### src/sv/ctpr_pkg.sv
`timescale 1ns / 1ps
`default_nettype none
// ----------------------------------------------------------------------------
// ctpr_pkg
// Types and fixed constants shared by the coil temperature regulator files.
// ----------------------------------------------------------------------------
package ctpr_pkg;

    // Fixed field widths
    localparam int RES_W   = 15;   // coil resistance, milliohms
    localparam int SP_W    = 9;    // temperature setpoint, whole degrees
    localparam int GAIN_W  = 10;   // PID gains
    localparam int DRIVE_W = 16;   // drive value
    localparam int TEMP_W  = 19;   // Q.F coil temperature
    localparam int CFG_IDX_W  = 3;
    localparam int CFG_DATA_W = 15;

    // Datapath widths of the iterative unit and the multiplier
    localparam int DEN_W     = 30; // base * tcr < 2^30
    localparam int RAD_W     = 32; // 80000 * R < 2^32
    localparam int ROOT_W    = 16; // floor(sqrt(80000 * R)) < 2^16
    localparam int MAGPROD_W = 35; // |R - base| * 1e6 < 2^35
    localparam int OPA_W     = 20; // unsigned multiplier operand

    // Scale constants
    localparam logic [OPA_W-1:0] RAD_SCALE = OPA_W'(80000);
    localparam logic [OPA_W-1:0] PPM_SCALE = OPA_W'(1000000);
    localparam int REF_TEMP_C = 20;
    localparam int TEMP_MAX   = 262143;
    localparam int TEMP_MIN   = -262144;

    // Register indexes
    localparam logic [CFG_IDX_W-1:0] CFG_SETPOINT = 3'd0;
    localparam logic [CFG_IDX_W-1:0] CFG_TCR      = 3'd1;
    localparam logic [CFG_IDX_W-1:0] CFG_BASE     = 3'd2;
    localparam logic [CFG_IDX_W-1:0] CFG_GAIN_P   = 3'd3;
    localparam logic [CFG_IDX_W-1:0] CFG_GAIN_I   = 3'd4;
    localparam logic [CFG_IDX_W-1:0] CFG_GAIN_D   = 3'd5;

    // Register reset values
    localparam logic [SP_W-1:0]   RST_SETPOINT = 9'd200;
    localparam logic [RES_W-1:0]  RST_TCR      = 15'd4300;
    localparam logic [RES_W-1:0]  RST_BASE     = 15'd300;
    localparam logic [GAIN_W-1:0] RST_GAIN_P   = 10'd64;
    localparam logic [GAIN_W-1:0] RST_GAIN_I   = 10'd12;
    localparam logic [GAIN_W-1:0] RST_GAIN_D   = 10'd16;

    // Sequencer states
    typedef enum logic [3:0] {
        S_IDLE,
        S_MSQ,
        S_MDEN,
        S_MNUM,
        S_LOAD,
        S_DIV,
        S_SQRT,
        S_TEMP,
        S_MI,
        S_INT,
        S_MP,
        S_MD,
        S_SUM,
        S_FIN
    } t_state;

    // Commands to the shared divide / square-root unit
    typedef struct packed {
        logic div_load;
        logic div_step;
        logic sqrt_load;
        logic sqrt_step;
    } t_iter_ctrl;

endpackage
`default_nettype wire

### src/sv/ctpr_iter_unit.sv
`timescale 1ns / 1ps
`default_nettype none
// ----------------------------------------------------------------------------
// ctpr_iter_unit
// Restoring divider and digit-by-digit square root on one shared subtractor.
// ----------------------------------------------------------------------------
module ctpr_iter_unit import ctpr_pkg::*; #(
    parameter int NUM_W = 43
) (
    input  wire logic              i_clk,
    input  wire t_iter_ctrl        i_ctrl,
    input  wire logic [NUM_W-1:0]  i_dividend,
    input  wire logic [DEN_W-1:0]  i_divisor,
    input  wire logic [RAD_W-1:0]  i_radicand,
    output logic      [NUM_W-1:0]  o_quotient,
    output logic      [ROOT_W-1:0] o_root,
    output logic                   o_sqrt_last
);

    localparam int SUB_W = RAD_W + 1;

    logic [NUM_W-1:0] r_dvd;
    logic [DEN_W-1:0] r_rem;
    logic [RAD_W-1:0] r_v;
    logic [RAD_W-1:0] r_root;
    logic [RAD_W-1:0] r_bit;

    logic [DEN_W:0]   rem_shift;
    logic [SUB_W-1:0] sub_a;
    logic [SUB_W-1:0] sub_b;
    logic [SUB_W:0]   diff;
    logic             ge;

    assign rem_shift = {r_rem, r_dvd[NUM_W-1]};

    // Shared subtract and compare
    always_comb begin
        if (i_ctrl.div_step) begin
            sub_a = SUB_W'(rem_shift);
            sub_b = SUB_W'(i_divisor);
        end else begin
            sub_a = SUB_W'(r_v);
            sub_b = SUB_W'(r_root) + SUB_W'(r_bit);
        end
        diff = {1'b0, sub_a} - {1'b0, sub_b};
        ge   = ~diff[SUB_W];
    end

    always_ff @(posedge i_clk) begin
        if (i_ctrl.div_load) begin
            r_dvd <= i_dividend;
            r_rem <= '0;
        end else if (i_ctrl.div_step) begin
            r_rem <= ge ? diff[DEN_W-1:0] : rem_shift[DEN_W-1:0];
            r_dvd <= {r_dvd[NUM_W-2:0], ge};
        end

        if (i_ctrl.sqrt_load) begin
            r_v    <= i_radicand;
            r_root <= '0;
            r_bit  <= RAD_W'(1) << (RAD_W - 2);
        end else if (i_ctrl.sqrt_step) begin
            if (ge) begin
                r_v    <= diff[RAD_W-1:0];
                r_root <= (r_root >> 1) + r_bit;
            end else begin
                r_root <= r_root >> 1;
            end
            r_bit <= r_bit >> 2;
        end
    end

    assign o_quotient  = r_dvd;
    assign o_root      = r_root[ROOT_W-1:0];
    assign o_sqrt_last = r_bit[0];

endmodule
`default_nettype wire

### src/sv/coil_temperature_pid_regulator.sv
`timescale 1ns / 1ps
`default_nettype none
// ----------------------------------------------------------------------------
// coil_temperature_pid_regulator
// Resistance-to-temperature conversion and PID drive step for a heater coil.
// ----------------------------------------------------------------------------
// The bit-serial divide (one quotient bit per cycle) and the 16-step square
// root share one subtractor. A new beat is taken only in the idle state, once
// the last result has left the final state; i_ready low only stalls a
// finished result in its final state.
// Reset (synchronous, i_rst_n low): registers to defaults, history cleared, no beat taken.
// ----------------------------------------------------------------------------
module coil_temperature_pid_regulator import ctpr_pkg::*; #(
    parameter int TEMP_FRAC_BITS = 8
) (
    input  wire logic                  i_clk,
    input  wire logic                  i_rst_n,
    // configuration write port
    input  wire logic                  i_cfg_wr_en,
    input  wire logic [CFG_IDX_W-1:0]  i_cfg_index,
    input  wire logic [CFG_DATA_W-1:0] i_cfg_data,
    // sample input
    input  wire logic                  i_valid,
    output logic                       o_ready,
    input  wire logic [RES_W-1:0]      i_coil_resistance,
    // result output
    output logic                       o_valid,
    input  wire logic                  i_ready,
    output logic [DRIVE_W-1:0]         o_drive_voltage,
    output logic signed [TEMP_W-1:0]   o_coil_temperature
);

    // ------------------------------------------------------------------
    // Widths derived from the fraction bit count
    // ------------------------------------------------------------------
    // dividend: |R - base| * 1e6 scaled by 2^F
    localparam int NUM_W = MAGPROD_W + TEMP_FRAC_BITS;
    localparam int CNT_W = $clog2(NUM_W);
    // quotient cap: anything at or above 2^CAP_W saturates either way
    localparam int CAP_W = ((TEMP_FRAC_BITS + 5) > 18 ? TEMP_FRAC_BITS + 5 : 18) + 1;
    localparam int TW    = CAP_W + 2;
    // error / delta width, product width, PID sum width, integral width
    localparam int E_W   = ((TEMP_FRAC_BITS + 9) > 18 ? TEMP_FRAC_BITS + 9 : 18) + 2;
    localparam int PW    = E_W + OPA_W + 1;
    localparam int SW    = PW + 2;
    localparam int IW    = ROOT_W + TEMP_FRAC_BITS;

    localparam logic signed [TW-1:0] REF_FX  = TW'(REF_TEMP_C * (2 ** TEMP_FRAC_BITS));
    localparam logic signed [TW-1:0] T_HI    = TW'(TEMP_MAX);
    localparam logic signed [TW-1:0] T_LO    = TW'(TEMP_MIN);
    localparam logic [IW-1:0]        ONE_FX  = IW'(1) << TEMP_FRAC_BITS;

    // ------------------------------------------------------------------
    // Configuration registers
    // ------------------------------------------------------------------
    logic [SP_W-1:0]   r_setpoint;
    logic [RES_W-1:0]  r_tcr;
    logic [RES_W-1:0]  r_base;
    logic [GAIN_W-1:0] r_gain_p;
    logic [GAIN_W-1:0] r_gain_i;
    logic [GAIN_W-1:0] r_gain_d;

    always_ff @(posedge i_clk) begin
        if (!i_rst_n) begin
            r_setpoint <= RST_SETPOINT;
            r_tcr      <= RST_TCR;
            r_base     <= RST_BASE;
            r_gain_p   <= RST_GAIN_P;
            r_gain_i   <= RST_GAIN_I;
            r_gain_d   <= RST_GAIN_D;
        end else if (i_cfg_wr_en) begin
            case (i_cfg_index)
                CFG_SETPOINT: r_setpoint <= i_cfg_data[SP_W-1:0];
                CFG_TCR:      r_tcr      <= i_cfg_data[RES_W-1:0];
                CFG_BASE:     r_base     <= i_cfg_data[RES_W-1:0];
                CFG_GAIN_P:   r_gain_p   <= i_cfg_data[GAIN_W-1:0];
                CFG_GAIN_I:   r_gain_i   <= i_cfg_data[GAIN_W-1:0];
                CFG_GAIN_D:   r_gain_d   <= i_cfg_data[GAIN_W-1:0];
                default: ;  // drop writes to unused indexes
            endcase
        end
    end

    // ------------------------------------------------------------------
    // Sequencer and datapath registers
    // ------------------------------------------------------------------
    t_state r_state;
    t_state n_state;

    logic [CNT_W-1:0]        r_cnt;
    logic [RES_W-1:0]        r_coil_res;   // latched sample
    logic                    r_neg;        // R below base: negative offset
    logic [DEN_W-1:0]        r_den;        // base * tcr
    logic signed [PW-1:0]    r_prod;       // registered multiplier output
    logic [ROOT_W-1:0]       r_maxi;       // integer output limit
    logic signed [TEMP_W-1:0] r_temp;      // current temperature
    logic signed [TEMP_W-1:0] r_prev;      // previous temperature
    logic [IW-1:0]           r_integ;      // integral, in [0, max] or 1.0 when max is 0
    logic signed [SW-1:0]    r_sum;        // PID sum

    logic                    r_out_valid;
    logic [DRIVE_W-1:0]      r_out_drive;
    logic signed [TEMP_W-1:0] r_out_temp;

    // Shared multiplier operands
    logic [OPA_W-1:0]        mul_a;
    logic signed [E_W-1:0]   mul_b;
    logic signed [PW-1:0]    mul_prod;

    t_iter_ctrl              iter_ctrl;
    logic [NUM_W-1:0]        quotient;
    logic [ROOT_W-1:0]       root;
    logic                    sqrt_last;

    logic [RES_W-1:0]        base_eff;
    logic [RES_W-1:0]        tcr_eff;
    logic [RES_W-1:0]        mag;
    logic                    div_done;
    logic                    out_load;

    // Zero base or TCR acts as one
    assign base_eff = (r_base == '0) ? RES_W'(1) : r_base;
    assign tcr_eff  = (r_tcr == '0) ? RES_W'(1) : r_tcr;
    assign mag      = (r_coil_res < base_eff) ? (base_eff - r_coil_res)
                                              : (r_coil_res - base_eff);
    assign div_done = (r_cnt == CNT_W'(NUM_W - 1));
    assign out_load = (r_state == S_FIN) && (!r_out_valid || i_ready);

    ctpr_iter_unit #(
        .NUM_W (NUM_W)
    ) u_iter (
        .i_clk       (i_clk),
        .i_ctrl      (iter_ctrl),
        .i_dividend  ({r_prod[MAGPROD_W-1:0], {TEMP_FRAC_BITS{1'b0}}}),
        .i_divisor   (r_den),
        .i_radicand  (r_prod[RAD_W-1:0]),
        .o_quotient  (quotient),
        .o_root      (root),
        .o_sqrt_last (sqrt_last)
    );

    // ------------------------------------------------------------------
    // Temperature from the quotient: sign, offset by 20 degrees, saturate
    // ------------------------------------------------------------------
    logic                    q_big;
    logic [CAP_W:0]          q_cap;
    logic signed [TW-1:0]    t_mag;
    logic signed [TW-1:0]    t_wide;
    logic signed [TEMP_W-1:0] t_sat;

    always_comb begin
        q_big  = |quotient[NUM_W-1:CAP_W];
        q_cap  = q_big ? {1'b1, {CAP_W{1'b0}}} : {1'b0, quotient[CAP_W-1:0]};
        t_mag  = $signed(TW'(q_cap));
        t_wide = (r_neg ? -t_mag : t_mag) + REF_FX;
        if (t_wide > T_HI) begin
            t_sat = TEMP_W'(TEMP_MAX);
        end else if (t_wide < T_LO) begin
            t_sat = TEMP_W'(TEMP_MIN);
        end else begin
            t_sat = t_wide[TEMP_W-1:0];
        end
    end

    // ------------------------------------------------------------------
    // Error, derivative, integral clamp and drive clamp
    // ------------------------------------------------------------------
    logic signed [E_W-1:0]   err;
    logic signed [E_W-1:0]   delta;
    logic signed [SW-1:0]    max_s;
    logic signed [SW-1:0]    one_s;
    logic signed [SW-1:0]    integ_raw;
    logic [IW-1:0]           integ_clamped;
    logic [DRIVE_W-1:0]      drive;

    always_comb begin
        err   = $signed(E_W'({r_setpoint, {TEMP_FRAC_BITS{1'b0}}})) - E_W'(r_temp);
        delta = E_W'(r_temp) - E_W'(r_prev);
        max_s = $signed(SW'({r_maxi, {TEMP_FRAC_BITS{1'b0}}}));
        one_s = $signed(SW'(ONE_FX));

        integ_raw = SW'(r_prod) + $signed(SW'(r_integ));
        if (integ_raw > max_s) begin
            integ_clamped = {r_maxi, {TEMP_FRAC_BITS{1'b0}}};
        end else if (integ_raw < one_s) begin
            integ_clamped = ONE_FX;
        end else begin
            integ_clamped = integ_raw[IW-1:0];
        end

        if (r_sum > max_s) begin
            drive = r_maxi;
        end else if (r_sum < one_s) begin
            drive = DRIVE_W'(1);
        end else begin
            drive = r_sum[TEMP_FRAC_BITS +: DRIVE_W];
        end
    end

    // ------------------------------------------------------------------
    // Next state
    // ------------------------------------------------------------------
    always_comb begin
        n_state = r_state;
        case (r_state)
            S_IDLE: if (i_valid) n_state = S_MSQ;
            S_MSQ:  n_state = S_MDEN;
            S_MDEN: n_state = S_MNUM;
            S_MNUM: n_state = S_LOAD;
            S_LOAD: n_state = S_DIV;
            S_DIV:  if (div_done) n_state = S_SQRT;
            S_SQRT: if (sqrt_last) n_state = S_TEMP;
            S_TEMP: n_state = S_MI;
            S_MI:   n_state = S_INT;
            S_INT:  n_state = S_MP;
            S_MP:   n_state = S_MD;
            S_MD:   n_state = S_SUM;
            S_SUM:  n_state = S_FIN;
            S_FIN:  if (!r_out_valid || i_ready) n_state = S_IDLE;
            default: n_state = S_IDLE;
        endcase
    end

    // ------------------------------------------------------------------
    // Sequencer outputs: handshake, multiplier operands, unit commands
    // ------------------------------------------------------------------
    always_comb begin
        o_ready   = 1'b0;
        mul_a     = '0;
        mul_b     = '0;
        iter_ctrl = '0;
        case (r_state)
            // take no beat while reset is held
            S_IDLE: o_ready = i_rst_n;
            S_MSQ: begin
                // radicand 80000 * R
                mul_a = RAD_SCALE;
                mul_b = E_W'(r_coil_res);
            end
            S_MDEN: begin
                // divisor base * tcr; start the root on the radicand
                mul_a = OPA_W'(base_eff);
                mul_b = E_W'(tcr_eff);
                iter_ctrl.sqrt_load = 1'b1;
            end
            S_MNUM: begin
                mul_a = PPM_SCALE;
                mul_b = E_W'(mag);
            end
            S_LOAD: iter_ctrl.div_load  = 1'b1;
            S_DIV:  iter_ctrl.div_step  = 1'b1;
            S_SQRT: iter_ctrl.sqrt_step = 1'b1;
            S_MI: begin
                mul_a = OPA_W'(r_gain_i);
                mul_b = err;
            end
            S_MP: begin
                mul_a = OPA_W'(r_gain_p);
                mul_b = err;
            end
            S_MD: begin
                mul_a = OPA_W'(r_gain_d);
                mul_b = delta;
            end
            default: ;
        endcase
    end

    assign mul_prod = PW'($signed({1'b0, mul_a}) * mul_b);

    // ------------------------------------------------------------------
    // Control registers
    // ------------------------------------------------------------------
    always_ff @(posedge i_clk) begin
        if (!i_rst_n) begin
            r_state     <= S_IDLE;
            r_out_valid <= 1'b0;
            r_prev      <= '0;
            r_integ     <= '0;
            r_cnt       <= '0;
        end else begin
            r_state <= n_state;

            // hold the result until taken; reload from the final state
            if (out_load) begin
                r_out_valid <= 1'b1;
            end else if (i_ready) begin
                r_out_valid <= 1'b0;
            end

            if (r_state == S_LOAD) begin
                r_cnt <= '0;
            end else if (r_state == S_DIV) begin
                r_cnt <= r_cnt + CNT_W'(1);
            end

            if (r_state == S_INT) begin
                r_integ <= integ_clamped;
            end

            if (out_load) begin
                r_prev <= r_temp;
            end
        end
    end

    // ------------------------------------------------------------------
    // Payload registers
    // ------------------------------------------------------------------
    always_ff @(posedge i_clk) begin
        r_prod <= mul_prod;

        if (r_state == S_IDLE && i_valid) begin
            r_coil_res <= i_coil_resistance;
        end
        if (r_state == S_MNUM) begin
            r_den <= r_prod[DEN_W-1:0];
            r_neg <= (r_coil_res < base_eff);
        end
        if (r_state == S_TEMP) begin
            r_temp <= t_sat;
            r_maxi <= root;
        end
        if (r_state == S_MD) begin
            // proportional term plus integral
            r_sum <= SW'(r_prod) + $signed(SW'(r_integ));
        end
        if (r_state == S_SUM) begin
            // subtract the derivative term
            r_sum <= r_sum - SW'(r_prod);
        end
        if (out_load) begin
            r_out_drive <= drive;
            r_out_temp  <= r_temp;
        end
    end

    assign o_valid            = r_out_valid;
    assign o_drive_voltage    = r_out_drive;
    assign o_coil_temperature = r_out_temp;

    // ------------------------------------------------------------------
    // Assertions
    // ------------------------------------------------------------------
    // an accepted sample blocks the input for the whole computation
    a_busy_after_accept: assert property (@(posedge i_clk) disable iff (!i_rst_n)
        (i_valid && o_ready) |=> !o_ready)
        else $error("input ready right after an accepted beat");

    // a finished result always reaches the output register
    a_result_shown: assert property (@(posedge i_clk) disable iff (!i_rst_n)
        out_load |=> o_valid)
        else $error("result loaded but o_valid low");

    // after its clamp the integral is within the output limit, or 1.0 when
    // the limit is zero
    a_integ_clamped: assert property (@(posedge i_clk) disable iff (!i_rst_n)
        (r_state == S_MP) |-> ((r_integ <= {r_maxi, {TEMP_FRAC_BITS{1'b0}}})
                               || (r_integ == ONE_FX)))
        else $error("integral above limit");

endmodule
`default_nettype wire

### config.mk
export PLATFORM = sky130hd
export DESIGN_NAME = coil_temperature_pid_regulator
export DESIGN_NICKNAME = d
export VERILOG_FILES = /design/src/sv/ctpr_pkg.sv /design/src/sv/ctpr_iter_unit.sv /design/src/sv/coil_temperature_pid_regulator.sv
export SDC_FILE = /design/constraint.sdc
export NUM_CORES = 2
export LEC_CHECK = 0
export CAP_MARGIN = 5
export CORE_UTILIZATION = 45
export DETAILED_ROUTE_END_ITERATION = 8
export DONT_BUFFER_PORTS = 1
export GPL_ROUTABILITY_DRIVEN = 0
export PLACE_DENSITY_LB_ADDON = 0.2
export SYNTH_ARGS = -nofsm -noshare
export SYNTH_HDL_FRONTEND = slang
export SYNTH_SLANG_ARGS = --single-unit
export TNS_END_PERCENT = 1
### constraint.sdc
create_clock -name i_clk -period 10.5 [get_ports i_clk]
set_clock_uncertainty 0.15 [all_clocks]
set_input_delay 1.05 -clock i_clk [delete_from_list [all_inputs] [get_ports i_clk]]
set_output_delay 1.05 -clock i_clk [all_outputs]
set_load 0.1 [all_outputs]
; Word-level counts from Yosys, hierarchy flattened
; Cells that the tools add are included.
[word_totals]
ff_bits = 476
latchBits = 0
ram_bits = 0
mem_bits_ro = 0
output_inout_bits = 37
wordCells = 130
mem_count = 0
[classes]
addsub = 12
multipliers = 1
n_div = 0
n_lt_le_gt_ge = 7
n_eq_ne = 24
shifts = 0
mux = 35
bitwise_logic = 2
n_reduce_logical = 23
[op_table]
columns = cell, count
row1 = $mux W43, 4
row2 = $mux W32, 5
row3 = $pmux W20 S6, 1
row4 = $pmux W20 S5, 1
row5 = $gt A43 B25 Y1, 2
row6 = $lt A43 B10 Y1 const B, 2
row7 = $pmux W4 S14, 1
row8 = $mux W24, 2
row9 = $mux W15, 3
row10 = $sub A43 B41 Y43, 1
row11 = $add A41 B25 Y42, 1
row12 = $mul A21 B20 Y41, 1
row13 = $sub A32 B33 Y34, 1
row14 = $add A32 B31 Y33, 1
row15 = $mux W33, 1
row16 = $add A31 B31 Y32, 1
row17 = $mux W16, 2
row18 = $logic_not A15 Y1, 2
row19 = $mux W30, 1
row20 = $sub A15 B15 Y15, 2
row21 = $eq A4 B4 Y1 const B, 6
row22 = $reduce_or A24 Y1, 1
row23 = $add A21 B14 Y21 const B, 1
row24 = $gt A21 B19 Y1 const B, 1
row25 = 30 further kinds, 60

; Longest topological paths before layout
[logic_depth]
ltp_word = 7
mapped_depth = 43
depth_no_buf = 43

; Cells and area by module
; A second synthesis with hierarchy kept.
[hier_totals]
hier_cells = 5078
hier_area_um2 = 44697.9
[by_module_without_submodules]
columns = mod, n_inst, cells_per_inst, area_per_inst_um2, seq_area_each_um2
row1 = coil_temperature_pid_regulator, 1, 3838, 33623.5, 8057.7
row2 = ctpr_iter_unit, 1, 1240, 11074.4, 3813.7

; Worst setup path after synthesis
; OpenSTA, ideal clock, no wires.
[synth_path]
kind = reg2reg
from = register r_base[9]
to = register r_prod[40]
setup_time_ns = 0.125
arrival_ns = 9.871
required_time_ns = 10.225
slack_ns = 0.354
path_stages_with_launch = 43
path_buffers = 1
period_less_slack_ns = 10.146
cell_sequence = dfxtp_1 -> nor4_1 -> a41oi_1 -> inv_1 -> ha_1 -> inv_1 -> fa_1 -> a21o_1 -> a21oi_1 -> o21bai_1 -> a21oi_1 -> o21ai_0 -> a221o_1 -> mux2i_1 -> xnor2_1 -> a21oi_1 -> clkbuf_1 -> nor2_1 -> [... 7 more ...] -> inv_1 -> fa_1 -> fa_1 -> inv_1 -> fa_1 -> inv_1 -> ha_1 -> a21oi_1 -> o21ai_0 -> o41ai_1 -> a31oi_1 -> a31o_2 -> a21oi_1 -> a21oi_1 -> a221oi_1 -> a21oi_1 -> a211oi_1 -> xnor2_1
[synth_between]
elab_chain_cells = 6
elab_cells_between_ends = 9
[synth_lines]
columns = item, line_no
row1 = start: declaration, coil_temperature_pid_regulator.sv:58  ; logic [RES_W-1:0] r_base;
row2 = start signal: assignment, coil_temperature_pid_regulator.sv:75  ; CFG_BASE: r_base <= i_cfg_data[RES_W-1:0];
row3 = $logic_not A15 Y1, coil_temperature_pid_regulator.sv:122  ; assign base_eff = (r_base == '0) ? RES_W'(1) : r_base;
row4 = $mux W15 *, coil_temperature_pid_regulator.sv:122
row5 = "$sub A15 B15 Y15, or another cell as far along", coil_temperature_pid_regulator.sv:125  ; : (r_coil_res - base_eff);
row6 = $mux W15, coil_temperature_pid_regulator.sv:124  ; assign mag = (r_coil_res < base_eff) ? (base_eff - r_coil_res)
row7 = $pmux W20 S5, coil_temperature_pid_regulator.sv:232  ; case (r_state)
row8 = $mul A21 B20 Y41 *, coil_temperature_pid_regulator.sv:269  ; assign mul_prod = PW'($signed({1'b0, mul_a}) * mul_b);
row9 = net mul_prod[40], coil_temperature_pid_regulator.sv:108  ; logic signed [PW-1:0] mul_prod;
row10 = end signal: assignment, coil_temperature_pid_regulator.sv:311  ; r_prod <= mul_prod;
row11 = end: declaration, coil_temperature_pid_regulator.sv:94  ; logic signed [PW-1:0] r_prod;
; Mark *: on every way through the listed nets, which the timed path passes. The rest lies on a longest branch.
; A chain may end at the register's enable or synchronous reset.

; Worst setup path in the final report
[layout_path]
from = register r_base[5]
to = register r_prod[40]
; Same word-level chain as after synthesis.

==> qor.txt <==
CTS tree = built
Root Driver = clkbuf_16
Synth top area share = 15.4%
FMAX = 99.1 MHz
Xor/xnor cell area share of the yosys netlist = 5.16%
Static Leak = 21.4 nW
Drt drc = 0
Die Height = 315 um
CP max stage cell = fa_1
Clk_lat worst skew = 0.68 ns
Routed wire per std cell = 20.6 um
Via/cell ratio = 5.63
Number of global-route vias before repair = 35600
Crit path max-delay family = adder cells
Fin cells = 6467
CP max FO = 4
Clock tree buffer depth = 3
# setup viols final = 0
Routed wire length on met3 = 7.25 mm
Seq/Total Area, Yosys = 26.8%
Worst Reg-to-Reg Cells = 42
Initial DRC count = 2574
Crit. path cell count = 42
TNS Setup = 0 ns
Worst setup EP type = register
Async S/R FF share, synth = 0%
H-Tree Level Count = 2
Syn avg cell area = 8.58 um2
Final worst path period need = 10.09 ns
Worst slew pin tran = 1.09 ns
Most frequent cells in the layout = nand2_1 (761), inv_1 (615), ha_1 (418)
Cell taking the most area after synthesis = edfxtp_1
Grt ovf = 0
Via count = 36400
Number of synthesized register bits = 476
Die area = 98900 um2
Core Footprint = 96700 um2
Final antenna-violating net count = 0
CTS sink cnt = 476
Cell variety after synth = 96
CTS clk-pin slew, worst paths = 0.06 ns
Status = completed
Largest net degree at the start of global routing = 136
# nets final = 5909
Power Total = 0.00716 W
Reg-to-Reg End = r_prod[40]
Initial antenna violation count = 2
Worst reg-to-reg setup slack = 0.41 ns
CP startpoint = r_base[5]
Top cells by area, synth = edfxtp_1 (15%), fa_1 (14%), ha_1 (12%)
Critical Path RT = 10.91 ns
Setup CP Type = reg2reg
Rel. slew slack = 27.4%
Synth Area in Compound Gates = 17.4%
Total wire length = 133 mm
First-pass GRT wire length = 206 mm
Worst Path Arrival = 10.50 ns
Simple-Gate Fraction of Synth Area = 16.3%
Layout cells sized above 1 = 6.38%
Largest family of logic cells by synthesized area = adder cells
Startpoint types = register
Crit-path max cell delay = 0.56 ns
Max Slew Vio Count = 0
Top sig layer = met5
TritonRoute pass-1 iters = 7
Syn-to-layout area delta = 9.38%
Worst hold slack = 0.283 ns
# port buffers = 0
Hold Fails Final Rpt = 0
Diodes inserted = 0
CP Buf/Inv Count = 9
Power per standard cell area = 149 nW/um2
Gr usage total = 27.0%
Inst Count DP = 6345
CP endpoint = r_prod[40]
Post-synthesis cell area = 44000 um2
Commonest non-fill, non-tap cell in the layout = nand2_1
Reg2reg start = r_base[5]
Post-Synth Adder-Cell Area = 26.0%
Cts bufs inserted = 57
Metal2 WL = 62.6 mm
Top Ports = 75
# hold bufs at CTS = 0
Initial core utilization = 45.5%
DP Wirelength = 103 mm
FP Rows = 114
Cells after synthesis = 5121
YS warnings = 0
Final Cycle Share = 96.1%
Number of flops mapped to enable cells by yosys = 226
Routed metal-1 wire length = 57.6 mm
Mux contribution to synthesized area = 1.09%
Hold Path Class = reg2reg
Most used DFF post-synth = dfxtp_1
Max IR drop VDD = 0.115 mV
Die X = 315 um
Max_cap viols = 0
-- state kept, by name, indices dropped and copies added (netlist names), 4 cells and up --
| signal | count |
|---|---|
| r_gain_p | 10 |
| r_gain_i | 10 |
| r_tcr | 15 |
| r_integ | 24 |
| r_den | 30 |
| r_setpoint | 9 |
| r_gain_d | 10 |
| u_iter.r_bit | 16 |
| o_coil_temperature | 19 |
| r_coil_res | 15 |
| u_iter.o_quotient | 43 |
| r_maxi | 16 |
| r_prod | 41 |
| u_iter.r_rem | 30 |
| r_temp | 19 |
| u_iter.r_root | 32 |
| r_prev | 19 |
| o_drive_voltage | 16 |
| r_state | 4 |
| r_sum | 43 |
| r_cnt | 6 |
| u_iter.r_v | 32 |
| r_base | 15 |
-- final cells by class --
class                   instances  area [um2]
clock buffers                  75        1650
clock inverters                33         344
fillers                      9242       48600
inverters                     621        2330
multi-input cells            3853       29300
flip-flops and latches        476       11800
well taps                    1276        1600
repair buffers                133        1020
-- power by group --
group | leakage, nW | switching [W] | internal, W
sequential | 4.12 | 0.000273 | 0.00215
combinational | 16.3 | 0.00160 | 0.00103
clock | 0.980 | 0.000886 | 0.00122
total | 21.4 | 0.00276 | 0.00440
-- cells in the mapped netlist, types with 45 or more instances --
master,count
dfxtp_1,250
inv_1,618
a21oi_1,299
a21o_1,96
a21boi_0,82
nor2_1,305
nand2_1,763
o21ai_0,321
edfxtp_1,226
nand3_1,78
xor2_1,111
fa_1,310
and2_1,61
ha_1,419
nor3_1,62
xnor2_1,148
and3_1,45
clkbuf_1,190
-- metrics by stage --
step / setup WS, ns / util, % / instance area, um2
6_report: 0.411 / 49.7 / 48100
5_1_grt: -0.0323 / 49.7 / 48100
4_1_cts: 0.00559 / 49.5 / 47900
3_5_place_dp: -0.267 / 47.4 / 45900
3_3_place_gp: -0.0369 / 47.4 / 45900
2_1_floorplan: 0.354 / - / 44100
-- cells by family (layout without fill, tap and decap cells) --
logic type / Yosys count / after routing
compound gates: 1197 / 1197
xor+xnor: 259 / 259
fa+ha+maj: 729 / 729
buf+inv: 829 / 862
flops: 476 / 476
mux: 47 / 47
other cells: 2 / 39
simple gates: 1582 / 1582
-- how the worst min path moves through the flow --
stage                     slack, ns  cells after the start         end        startpoint
after floorplan                0.25                      0   r_den[26]        r_prod[26]
after global placement         0.29                      2  r_integ[3]        r_integ[3]
after detailed placement       0.30                      2  r_integ[0]        r_integ[0]
after CTS                      0.29                      0   r_maxi[0]  u_iter.r_root[0]
after global routing           0.31                      0   r_maxi[0]  u_iter.r_root[0]
final                          0.28                      0   r_maxi[0]  u_iter.r_root[0]
-- what timing repair did --
action / 4_1_cts / 5_1_grt
resized for setup: 3 / 19
pin swaps: 0 / 8
buffers inserted: 0 / 14
hold endpoints to repair: 0 / 0
setup endpoints to repair: 2 / 14
-- metal layers --
layer	vias to the layer above	track usage, %
li1	17400	-
met5	-	0
met3	269	3.17
met1	17600	35.5
met2	1043	44.8
met4	2	11.0
(Power assumes the default switching activity.)
